===== src/hw/rtl/vfc_fifo.sv =====
// ----------------------------------------------------------------------------
// vfc_fifo
// Small register queue with occupancy count, used between front and back
// and in front of the result ports.
// ----------------------------------------------------------------------------
module vfc_fifo #(
  parameter int WIDTH = 8,
  parameter int DEPTH = 4,
  localparam int PW   = (DEPTH > 1) ? $clog2(DEPTH) : 1,
  localparam int CNTW = $clog2(DEPTH + 1)
) (
  input  logic             clk_i,
  input  logic             rst_ni,
  input  logic             push_i,
  input  logic [WIDTH-1:0] wdata_i,
  output logic             full_o,
  input  logic             pop_i,
  output logic [WIDTH-1:0] rdata_o,
  output logic             empty_o,
  output logic [CNTW-1:0]  count_o
);

  logic [WIDTH-1:0] mem_q [DEPTH];
  logic [PW-1:0]    wr_ptr_q, wr_ptr_d;
  logic [PW-1:0]    rd_ptr_q, rd_ptr_d;
  logic [CNTW-1:0]  cnt_q, cnt_d;
  logic             do_push, do_pop;

  assign full_o  = (cnt_q == CNTW'(DEPTH));
  assign empty_o = (cnt_q == '0);
  assign count_o = cnt_q;
  assign rdata_o = mem_q[rd_ptr_q];

  assign do_push = push_i && !full_o;
  assign do_pop  = pop_i && !empty_o;

  // pointer and count update
  always_comb begin
    wr_ptr_d = wr_ptr_q;
    rd_ptr_d = rd_ptr_q;
    cnt_d    = cnt_q;
    if (do_push) begin
      wr_ptr_d = (wr_ptr_q == PW'(DEPTH - 1)) ? '0 : wr_ptr_q + 1'b1;
    end
    if (do_pop) begin
      rd_ptr_d = (rd_ptr_q == PW'(DEPTH - 1)) ? '0 : rd_ptr_q + 1'b1;
    end
    if (do_push && !do_pop) begin
      cnt_d = cnt_q + 1'b1;
    end else if (!do_push && do_pop) begin
      cnt_d = cnt_q - 1'b1;
    end
  end

  always_ff @(posedge clk_i or negedge rst_ni) begin
    if (!rst_ni) begin
      wr_ptr_q <= '0;
      rd_ptr_q <= '0;
      cnt_q    <= '0;
    end else begin
      wr_ptr_q <= wr_ptr_d;
      rd_ptr_q <= rd_ptr_d;
      cnt_q    <= cnt_d;
    end
  end

  // storage
  always_ff @(posedge clk_i) begin
    if (do_push) begin
      mem_q[wr_ptr_q] <= wdata_i;
    end
  end

endmodule


===== config.mk =====
export PLATFORM = sky130hd
export DESIGN_NAME = vfc_fifo
export DESIGN_NICKNAME = d
export VERILOG_FILES = /design/src/hw/rtl/vfc_fifo.sv
export SDC_FILE = /design/constraint.sdc
export NUM_CORES = 1
export LEC_CHECK = 0
export BUFFER_PORTS_ARGS = -buffer_cell sky130_fd_sc_hd__buf_2
export CORE_ASPECT_RATIO = 1.75
export CORE_MARGIN = 3
export CORE_UTILIZATION = 49
export DETAILED_ROUTE_END_ITERATION = 16
export GPL_TIMING_DRIVEN = 0
export PLACE_DENSITY = 0.69
export SLEW_MARGIN = 20
export SYNTH_ARGS = -nofsm -noshare
export SYNTH_HDL_FRONTEND = slang
export SYNTH_SLANG_ARGS = --single-unit

===== constraint.sdc =====
create_clock -name clk_i -period 1.9 [get_ports clk_i]
set_clock_uncertainty 0.1 [all_clocks]
set_input_delay 0.19 -clock clk_i [delete_from_list [all_inputs] [get_ports clk_i]]
set_output_delay 0.19 -clock clk_i [all_outputs]
set_load 0.1 [all_outputs]

==> results.json <==
{
  "outcome": "finished, violations left",
  "violations": "setup timing",
  "final_nets": 136,
  "antenna_found_initial": 0,
  "firstDrtPassIters": 4,
  "drt-initial-drc-count": 11,
  "synth-seq-cells": 39,
  "track_usage_pct": 15.7,
  "worst_setup_path_start_kind": "flop",
  "grt_pass1_wl_um": 4460,
  "cp.required_ns": 2.00,
  "die_h_um": 82.1,
  "ant_nets": 0,
  "holdWs_ns": 0.0181,
  "pre_cts_slack_ns": -0.159,
  "drc": 0,
  "synth_common_cells": "edfxtp_1 (32), mux4_2 (8), dfrtp_1 (7)",
  "finalMaxSlewViolations": 0,
  "cp_max_fo": 4,
  "dieWidth_um": 49.5,
  "end_kind": "flop",
  "synth_top_cell_area_share_pct": 59.3,
  "gp_congestion": 0.675,
  "final_util_pct": 64.3,
  "synthMostInstantiatedCell": "edfxtp_1",
  "critical_path_class": "flop to flop",
  "synth_edf_count": 32,
  "multiInputGateArea_um2": 490,
  "r2r_slack_ns": -0.1,
  "antenna_cells": 0,
  "regArea_mm2": 0.00115,
  "postLayoutSetupSlackWorst_ns": -0.0982,
  "clk_path_buf_depth": 2,
  "maxClockFrequency_ghz": 0.500,
  "r2r-end": "count_o[2]",
  "min_delay_path_depth": 1,
  "vias": 818,
  "dpl.hpwl_um": 1830,
  "drive_above_1_share_pct": 55.1,
  "clockRootBuffer": "clkbuf_8",
  "hold_violations": 0,
  "synth_cell_types": 19,
  "synth_ff_type": "edfxtp_1",
  "setup_viol": 2,
  "start_util_pct": 51.0,
  "final_area_mm2": 0.00204,
  "rows": 27,
  "hold_path_class": "input pin to flop",
  "coreArea_mm2": 0.00318,
  "relSlewSlack_pct": 67.9,
  "post_drt_wl_per_cell_um": 16.4,
  "synthArstFlopShare_pct": 17.9,
  "synth_area_mm2": 0.00162,
  "placed_cell_area_mm2": 0.00184,
  "arrival_ns": 2.10,
  "reg2reg_depth": 8,
  "synth_cells": 79,
  "grt_pass1_vias": 926,
  "ys_seq_area_share_pct": 70.1,
  "portBuffers": 24,
  "syn_avg_cell_area_um2": 20.5,
  "clk_pin_slew_ns": 0.07,
  "grt_setup_unrepaired": "true",
  "hold_end": "mem_q[3][7]",
  "grt_overflow": 0,
  "worstMarginPinSlew_ns": 0.485,
  "synth_top_area_cell": "edfxtp_1",
  "drv_cap": 0,
  "grt_max_degree": 12,
  "via_per_inst": 5.08,
  "period_needed_ns": 2.00,
  "drt_wl_total_um": 2640,
  "fill_cells": 258,
  "syn_to_final_growth_pct": 25.9,
  "hp-start": "wdata_i[7]",
  "yosys_warnings": 0,
  "ios": 25,
  "fin_crit_sh_pct": 105,
  "clock_latency_ns": 0.28,
  "synth_area_leaders": "edfxtp_1 (59%), mux4_2 (11%), dfrtp_1 (11%)",
  "cts_made_buffers": 5,
  "cts_tree": "yes",
  "r2r-start": "count_o[2]",
  "die_area_mm2": 0.00406,
  "syn_nets": 98,
  "htreeDepth": 2,
  "cts_sinks": 39
}
registers in the layout, indices dropped and copies added (netlist names):
| signal | flops |
|---|---|
| rd_ptr_q | 2 |
| mem_q | 32 |
| count_o | 3 |
| wr_ptr_q | 2 |
how the worst max path moves through the flow:
stage / start / end / slack, ns / cells after the start
6_report: count_o[2] / count_o[2] / -0.1 / 8
5_1_grt: count_o[2] / count_o[2] / -0.20 / 8
4_1_cts: count_o[2] / count_o[2] / -0.13 / 9
3_5_place_dp: count_o[0] / count_o[1] / -0.16 / 7
3_3_place_gp: count_o[0] / count_o[1] / -0.13 / 7
2_1_floorplan: count_o[2] / count_o[1] / -1.01 / 7
stage by stage:
step	instances	TNS, ns
finish	161	-0.153
detailed placement	146	-0.309
floorplan	79	-20.93
global route	161	-0.328
global placement	146	-0.227
CTS	159	-0.254
metal layers:
metal,part of all wire (%),global-route usage (%),routed length [µm],up-vias
met4,3.4,9.14,89,0
li1,-,-,-,373
met1,35,14.9,924,413
met5,0,0,0,-
met2,57,29.7,1510,25
met3,4.2,4.36,112,7
placed cells by master, fill, tap and decap left out:
cell type / netlist / layout
fa_2: 0 / 1
clkbuf_1: 0 / 3
nor3b_4: 1 / 1
nand2b_4: 1 / 1
buf_4: 0 / 7
dlygate4sd3_1: 0 / 1
edfxtp_1: 32 / 32
ha_4: 0 / 1
dfrtp_1: 7 / 4
buf_2: 1 / 17
buf_12: 0 / 1
nor2b_2: 1 / 1
nor2_1: 3 / 3
ha_1: 6 / 5
xor2_1: 2 / 2
xnor2_1: 1 / 1
and2_2: 4 / 4
dfrtp_4: 0 / 3
mux4_2: 8 / 8
inv_2: 0 / 1
clkbuf_8: 0 / 5
nor3_4: 0 / 1
inv_1: 3 / 2
buf_6: 1 / 8
mux2_4: 2 / 5
critical path: stages, from the launching register on:
cell     delay (ns)
dfrtp_4        0.51
nor3b_4        0.17
nor2b_2        0.18
ha_4           0.16
inv_2          0.03
fa_2           0.32
xor2_1         0.15
nor2_1         0.14
xor2_1         0.15
cell families after synthesis:
| logic type | count (synthesis) | share of synthesized area (%) |
|---|---|---|
| flops | 39 | 70.1 |
| mux | 13 | 15.1 |
| simple gates | 11 | 5.41 |
| fa+ha+maj | 7 | 5.87 |
| buf+inv | 6 | 1.93 |
| xor+xnor | 3 | 1.62 |
final cells by class:
| type | count | area share (%) |
|---|---|---|
| plain buffers | 2 | 1.23 |
| multi-input cells | 34 | 24.0 |
| flip-flops and latches | 39 | 56.2 |
| inverters | 3 | 0.552 |
| clock buffers | 8 | 3.92 |
| repair buffers | 32 | 11.4 |
| well taps | 43 | 2.64 |
what timing repair did:
| item | in CTS | in global routing |
|---|---|---|
| setup buffers | 4 | 3 |
| gates resized for setup | 19 | 3 |
| pin swaps | 3 | 4 |
| endpoints found under the setup margin | 10 | 10 |
| hold buffers | 1 | 0 |
| endpoints found under the hold margin | 7 | 0 |
Power is not shown: default switching activity piles up to over one toggle a cycle in this logic, so the estimate is an artifact.
