--- src/hw/rtl/vfc_pkg.sv ---
// ----------------------------------------------------------------------------
// vfc_pkg
// Shared codes, widths and types of the voxel face cull block.
// ----------------------------------------------------------------------------
package vfc_pkg;

  // fixed port widths
  localparam int CMD_W  = 2;
  localparam int POS_W  = 4;
  localparam int FACE_W = 3;
  localparam int VID_W  = 16;
  localparam int FACES  = 6;

  // command codes on the input port
  localparam logic [CMD_W-1:0] CMD_WR_VOXEL = 2'd0;
  localparam logic [CMD_W-1:0] CMD_WR_BOUND = 2'd1;
  localparam logic [CMD_W-1:0] CMD_QUERY    = 2'd2;
  localparam logic [CMD_W-1:0] CMD_NONE     = 2'd3;

  // face numbering, also bit positions of face masks
  localparam int FACE_FRONT  = 0;  // -z
  localparam int FACE_BACK   = 1;  // +z
  localparam int FACE_LEFT   = 2;  // -x
  localparam int FACE_RIGHT  = 3;  // +x
  localparam int FACE_TOP    = 4;  // +y
  localparam int FACE_BOTTOM = 5;  // -y

  // depth of the result queue
  localparam int RES_DEPTH = 2;
  // depth of the queue between front and back
  localparam int OP_DEPTH  = 4;

  // classified operation handed from front to back
  typedef enum logic [1:0] {
    OP_WR_VOXEL  = 2'd0,
    OP_WR_BOUND  = 2'd1,
    OP_QUERY     = 2'd2,
    OP_QUERY_OUT = 2'd3
  } op_kind_e;

  // one result item
  typedef struct packed {
    logic [VID_W-1:0] block_id;
    logic [FACES-1:0] face_mask;
    logic             visible;
  } res_t;

endpackage

--- src/hw/rtl/vfc_front.sv ---
// ----------------------------------------------------------------------------
// vfc_front
// Decodes an input item, drops writes that do nothing and empty commands, and marks for a
// query which of its six neighbours lie inside the chunk.
// ----------------------------------------------------------------------------
module vfc_front #(
  parameter int CHUNK_EDGE = 16,
  parameter int ID_BITS    = 16,
  localparam int CW        = $clog2(CHUNK_EDGE),
  localparam int OP_W      = $bits(vfc_pkg::op_kind_e) + 3 * CW + vfc_pkg::FACE_W
                             + ID_BITS + vfc_pkg::FACES
) (
  input  logic [vfc_pkg::CMD_W-1:0]  command_i,
  input  logic [vfc_pkg::POS_W-1:0]  pos_x_i,
  input  logic [vfc_pkg::POS_W-1:0]  pos_y_i,
  input  logic [vfc_pkg::POS_W-1:0]  pos_z_i,
  input  logic [vfc_pkg::FACE_W-1:0] face_sel_i,
  input  logic [vfc_pkg::VID_W-1:0]  voxel_id_i,
  output logic                       keep_o,
  output logic [OP_W-1:0]            op_o
);

  typedef struct packed {
    vfc_pkg::op_kind_e          kind;
    logic [CW-1:0]              x;
    logic [CW-1:0]              y;
    logic [CW-1:0]              z;
    logic [vfc_pkg::FACE_W-1:0] face;
    logic [ID_BITS-1:0]         id;
    logic [vfc_pkg::FACES-1:0]  nb_in;
  } op_t;

  op_t  op;
  logic in_range;
  logic face_ok;

  assign in_range = (int'(pos_x_i) < CHUNK_EDGE) && (int'(pos_y_i) < CHUNK_EDGE) &&
                    (int'(pos_z_i) < CHUNK_EDGE);
  assign face_ok  = int'(face_sel_i) < vfc_pkg::FACES;

  // classify the item
  always_comb begin
    op      = '0;
    keep_o  = 1'b0;
    op.x    = CW'(pos_x_i);
    op.y    = CW'(pos_y_i);
    op.z    = CW'(pos_z_i);
    op.face = face_sel_i;
    op.id   = ID_BITS'(voxel_id_i);
    // neighbours that stay inside the chunk
    op.nb_in[vfc_pkg::FACE_FRONT]  = (pos_z_i != '0);
    op.nb_in[vfc_pkg::FACE_BACK]   = (int'(pos_z_i) < CHUNK_EDGE - 1);
    op.nb_in[vfc_pkg::FACE_LEFT]   = (pos_x_i != '0);
    op.nb_in[vfc_pkg::FACE_RIGHT]  = (int'(pos_x_i) < CHUNK_EDGE - 1);
    op.nb_in[vfc_pkg::FACE_TOP]    = (int'(pos_y_i) < CHUNK_EDGE - 1);
    op.nb_in[vfc_pkg::FACE_BOTTOM] = (pos_y_i != '0);
    unique case (command_i)
      vfc_pkg::CMD_WR_VOXEL: begin
        op.kind = vfc_pkg::OP_WR_VOXEL;
        keep_o  = in_range;
      end
      vfc_pkg::CMD_WR_BOUND: begin
        op.kind = vfc_pkg::OP_WR_BOUND;
        keep_o  = in_range && face_ok;
      end
      vfc_pkg::CMD_QUERY: begin
        op.kind = in_range ? vfc_pkg::OP_QUERY : vfc_pkg::OP_QUERY_OUT;
        keep_o  = 1'b1;
      end
      vfc_pkg::CMD_NONE: begin
        keep_o  = 1'b0;
      end
      default: begin
        keep_o  = 1'b0;
      end
    endcase
  end

  assign op_o = op;

endmodule

--- config.mk ---
export PLATFORM = sky130hd
export DESIGN_NAME = vfc_front
export DESIGN_NICKNAME = d
export VERILOG_FILES = /design/src/hw/rtl/vfc_pkg.sv /design/src/hw/rtl/vfc_front.sv
export SDC_FILE = /design/constraint.sdc
export NUM_CORES = 1
export LEC_CHECK = 0
export BUFFER_PORTS_ARGS = -buffer_cell sky130_fd_sc_hd__buf_2
export CAP_MARGIN = 20
export CORE_AREA = 2 2 39 41
export DETAILED_ROUTE_END_ITERATION = 10
export DIE_AREA = 0 0 41 43
export PLACE_DENSITY_LB_ADDON = 0.15
export SETUP_SLACK_MARGIN = 0.02
export SYNTH_ARGS = -nofsm -noshare
export SYNTH_HDL_FRONTEND = slang
export SYNTH_SLANG_ARGS = --single-unit
--- constraint.sdc ---
create_clock -name vclk -period 1.3
set_input_delay 0.26 -clock vclk [all_inputs]
set_output_delay 0.26 -clock vclk [all_outputs]
set_load 0.005 [all_outputs]
==> impl_metrics.tcl <==
set metrics [dict create \
    synth_area_um2 298 \
    drv_slew 0 \
    drc 0 \
    power_density_nw_per_um2 269 \
    drive_gt1_frac 0.824 \
    avgSynthCellArea_um2 7.26 \
    whs_path_depth 0 \
    tns_ns 0 \
    grt_pass1_vias 192 \
    synth_area_leaders "buf_4 (78%), or4_1 (7.6%), nand4_1 (6.3%)" \
    wire_per_inst_um 10.0 \
    ys_seq_area_frac 0 \
    cpPeakStageDelay_ns 0.52 \
    synth_cells 41 \
    holdBufCountCts 0 \
    fin_util 0.230 \
    grt_first_pass_wirelength_um 862 \
    pwr-share-comb 1.000 \
    nClkBuffers 0 \
    core_area_um2 1380 \
    yosysMostFrequentCell "buf_4" \
    regArea_um2 0 \
    routed_wl_um 673 \
    io_buffer_count 39 \
    gr-total-overflow 0 \
    drt_first_pass_iters 3 \
    met1Wirelength_um 154 \
    slew_headroom 0.942 \
    wl_met3_um 141 \
    pwr-share-seq 0 \
    rows 14 \
    rsz0062_at_grt "yes" \
    crit_family "simple AND/OR/NAND/NOR gates" \
    cpMostUsedCell "buf_6" \
    synth_top_cell_by_area "buf_4" \
    drt-vias-per-instance 3.96 \
    io_pins 73 \
    seq_cells 0 \
    hold_start "voxel_id_i[10]" \
    fmax_mhz 789 \
    netSwitchingPower_uw 33.5 \
    power_uw 85.6 \
    clockPowerShare 0 \
    arrival_ns 1.01 \
    syn_nets 74 \
    slowest_stage "or4_4" \
    hold_path_end "op_o[16]" \
    fin_ws_ns 0.0318 \
    antenna_cells 0 \
    cap_violations 0 \
    met2_length_um 378 \
    ys_types 6 \
    die_x_um 41 \
    min_path_type "in -> out" \
    yosys-top-cells-count "buf_4 (31), nand4_1 (3), or4_1 (3), nor2b_1 (2)" \
    yosysTopAreaCellShare 0.782 \
    num_vias 265 \
    gp_congestion 0.634 \
    crit_path_end_kind "primary output" \
    final_antenna_net_count 0 \
    cellLeakagePower_nw 0.182 \
    startpoint_type "input pin" \
    worst-endpoint-required_ns 1.04 \
    die_y_um 43 \
    outcome "complete, no violations" \
    start_util 0.215 \
    nNetsFinal 86 \
    dieArea_um2 1760 \
    highest_layer "met3" \
    postCtsSetupBuffers 0 \
    yosysWarnings 0 \
    worstMarginPinSlew_ns 0.0864 \
    hold_viol_final 0 \
    syn_to_final_growth_pct 6.72 \
    setup_viol 0 \
    ir_worst_vdd_mv 0.0595 \
    grt_max_degree 4 \
    crit_fanout 3 \
    drt_iter0_drc 1 \
    track_usage 0.0629 \
    period_share 0.976 \
    internal_power_uw 52.1 \
    path_buf_inv 2 \
    switching_share 0.391 \
    path_cells "buf_6, or4_4, buf_6" \
    antenna_found_initial 0 \
    post-place-ws_ns 0.0227 \
    period_minus_slack_ns 1.27 \
    timing_worst_setup_path_type "in -> out" \
]
## worst max-delay path by stage
stage               start      end  slack [ns]  cells after the start
2_1_floorplan  pos_z_i[0]  op_o[0]        0.25                      1
3_3_place_gp   pos_x_i[1]  op_o[2]        0.03                      3
3_5_place_dp   pos_y_i[0]  op_o[5]        0.02                      3
4_1_cts        pos_y_i[0]  op_o[5]        0.02                      3
5_1_grt        pos_y_i[2]  op_o[5]        0.02                      3
6_report       pos_y_i[2]  op_o[5]        0.03                      3
## routing by layer
layer / GRT usage / vias up
li1: - / 126
met1: 0.0316 / 113
met2: 0.128 / 26
met3: 0.0471 / 0
met4: 0.0200 / 0
met5: 0 / -
## placed cells by master, fill, tap and decap left out
master   count
nand4_1      3
or4_4        1
nor2b_1      2
a21o_1       1
buf_4        2
or4_1        2
buf_2       36
buf_6        3
nand2_1      1
## power by group through the flow
stage,clock (mW),combinational (mW),sequential (mW)
floorplan,0,0.0872,0
global placement,0,0.0825,0
detailed placement,0,0.0802,0
CTS,0,0.0804,0
global route,0,0.0972,0
finish,0,0.0856,0
## metrics by stage
step,area [µm²],std cells,hold slack (ns)
after floorplan,298,41,0.550
after global placement,295,67,0.520
after detailed placement,295,67,0.520
after CTS,295,67,0.520
after global routing,318,67,0.520
final,318,67,0.520
## area by class of cell
cell class / instances / area [µm²]
Multi-Input combinational cell: 10 / 68.8
Tap cell: 16 / 20.0
Fill cell: 159 / 1070
Timing Repair Buffer: 41 / 229
## timing repair
action	in CTS	in global routing
endpoints found under the setup margin	0	1
resized for setup	0	4
hold endpoints to repair	0	0
## cells by family after synthesis
kind of cell	share of synthesized area
buffers and inverters	0.782
and+or+nand+nor	0.193
AOI/OAI and AO/OA	0.0252
(Power assumes the default switching activity.)
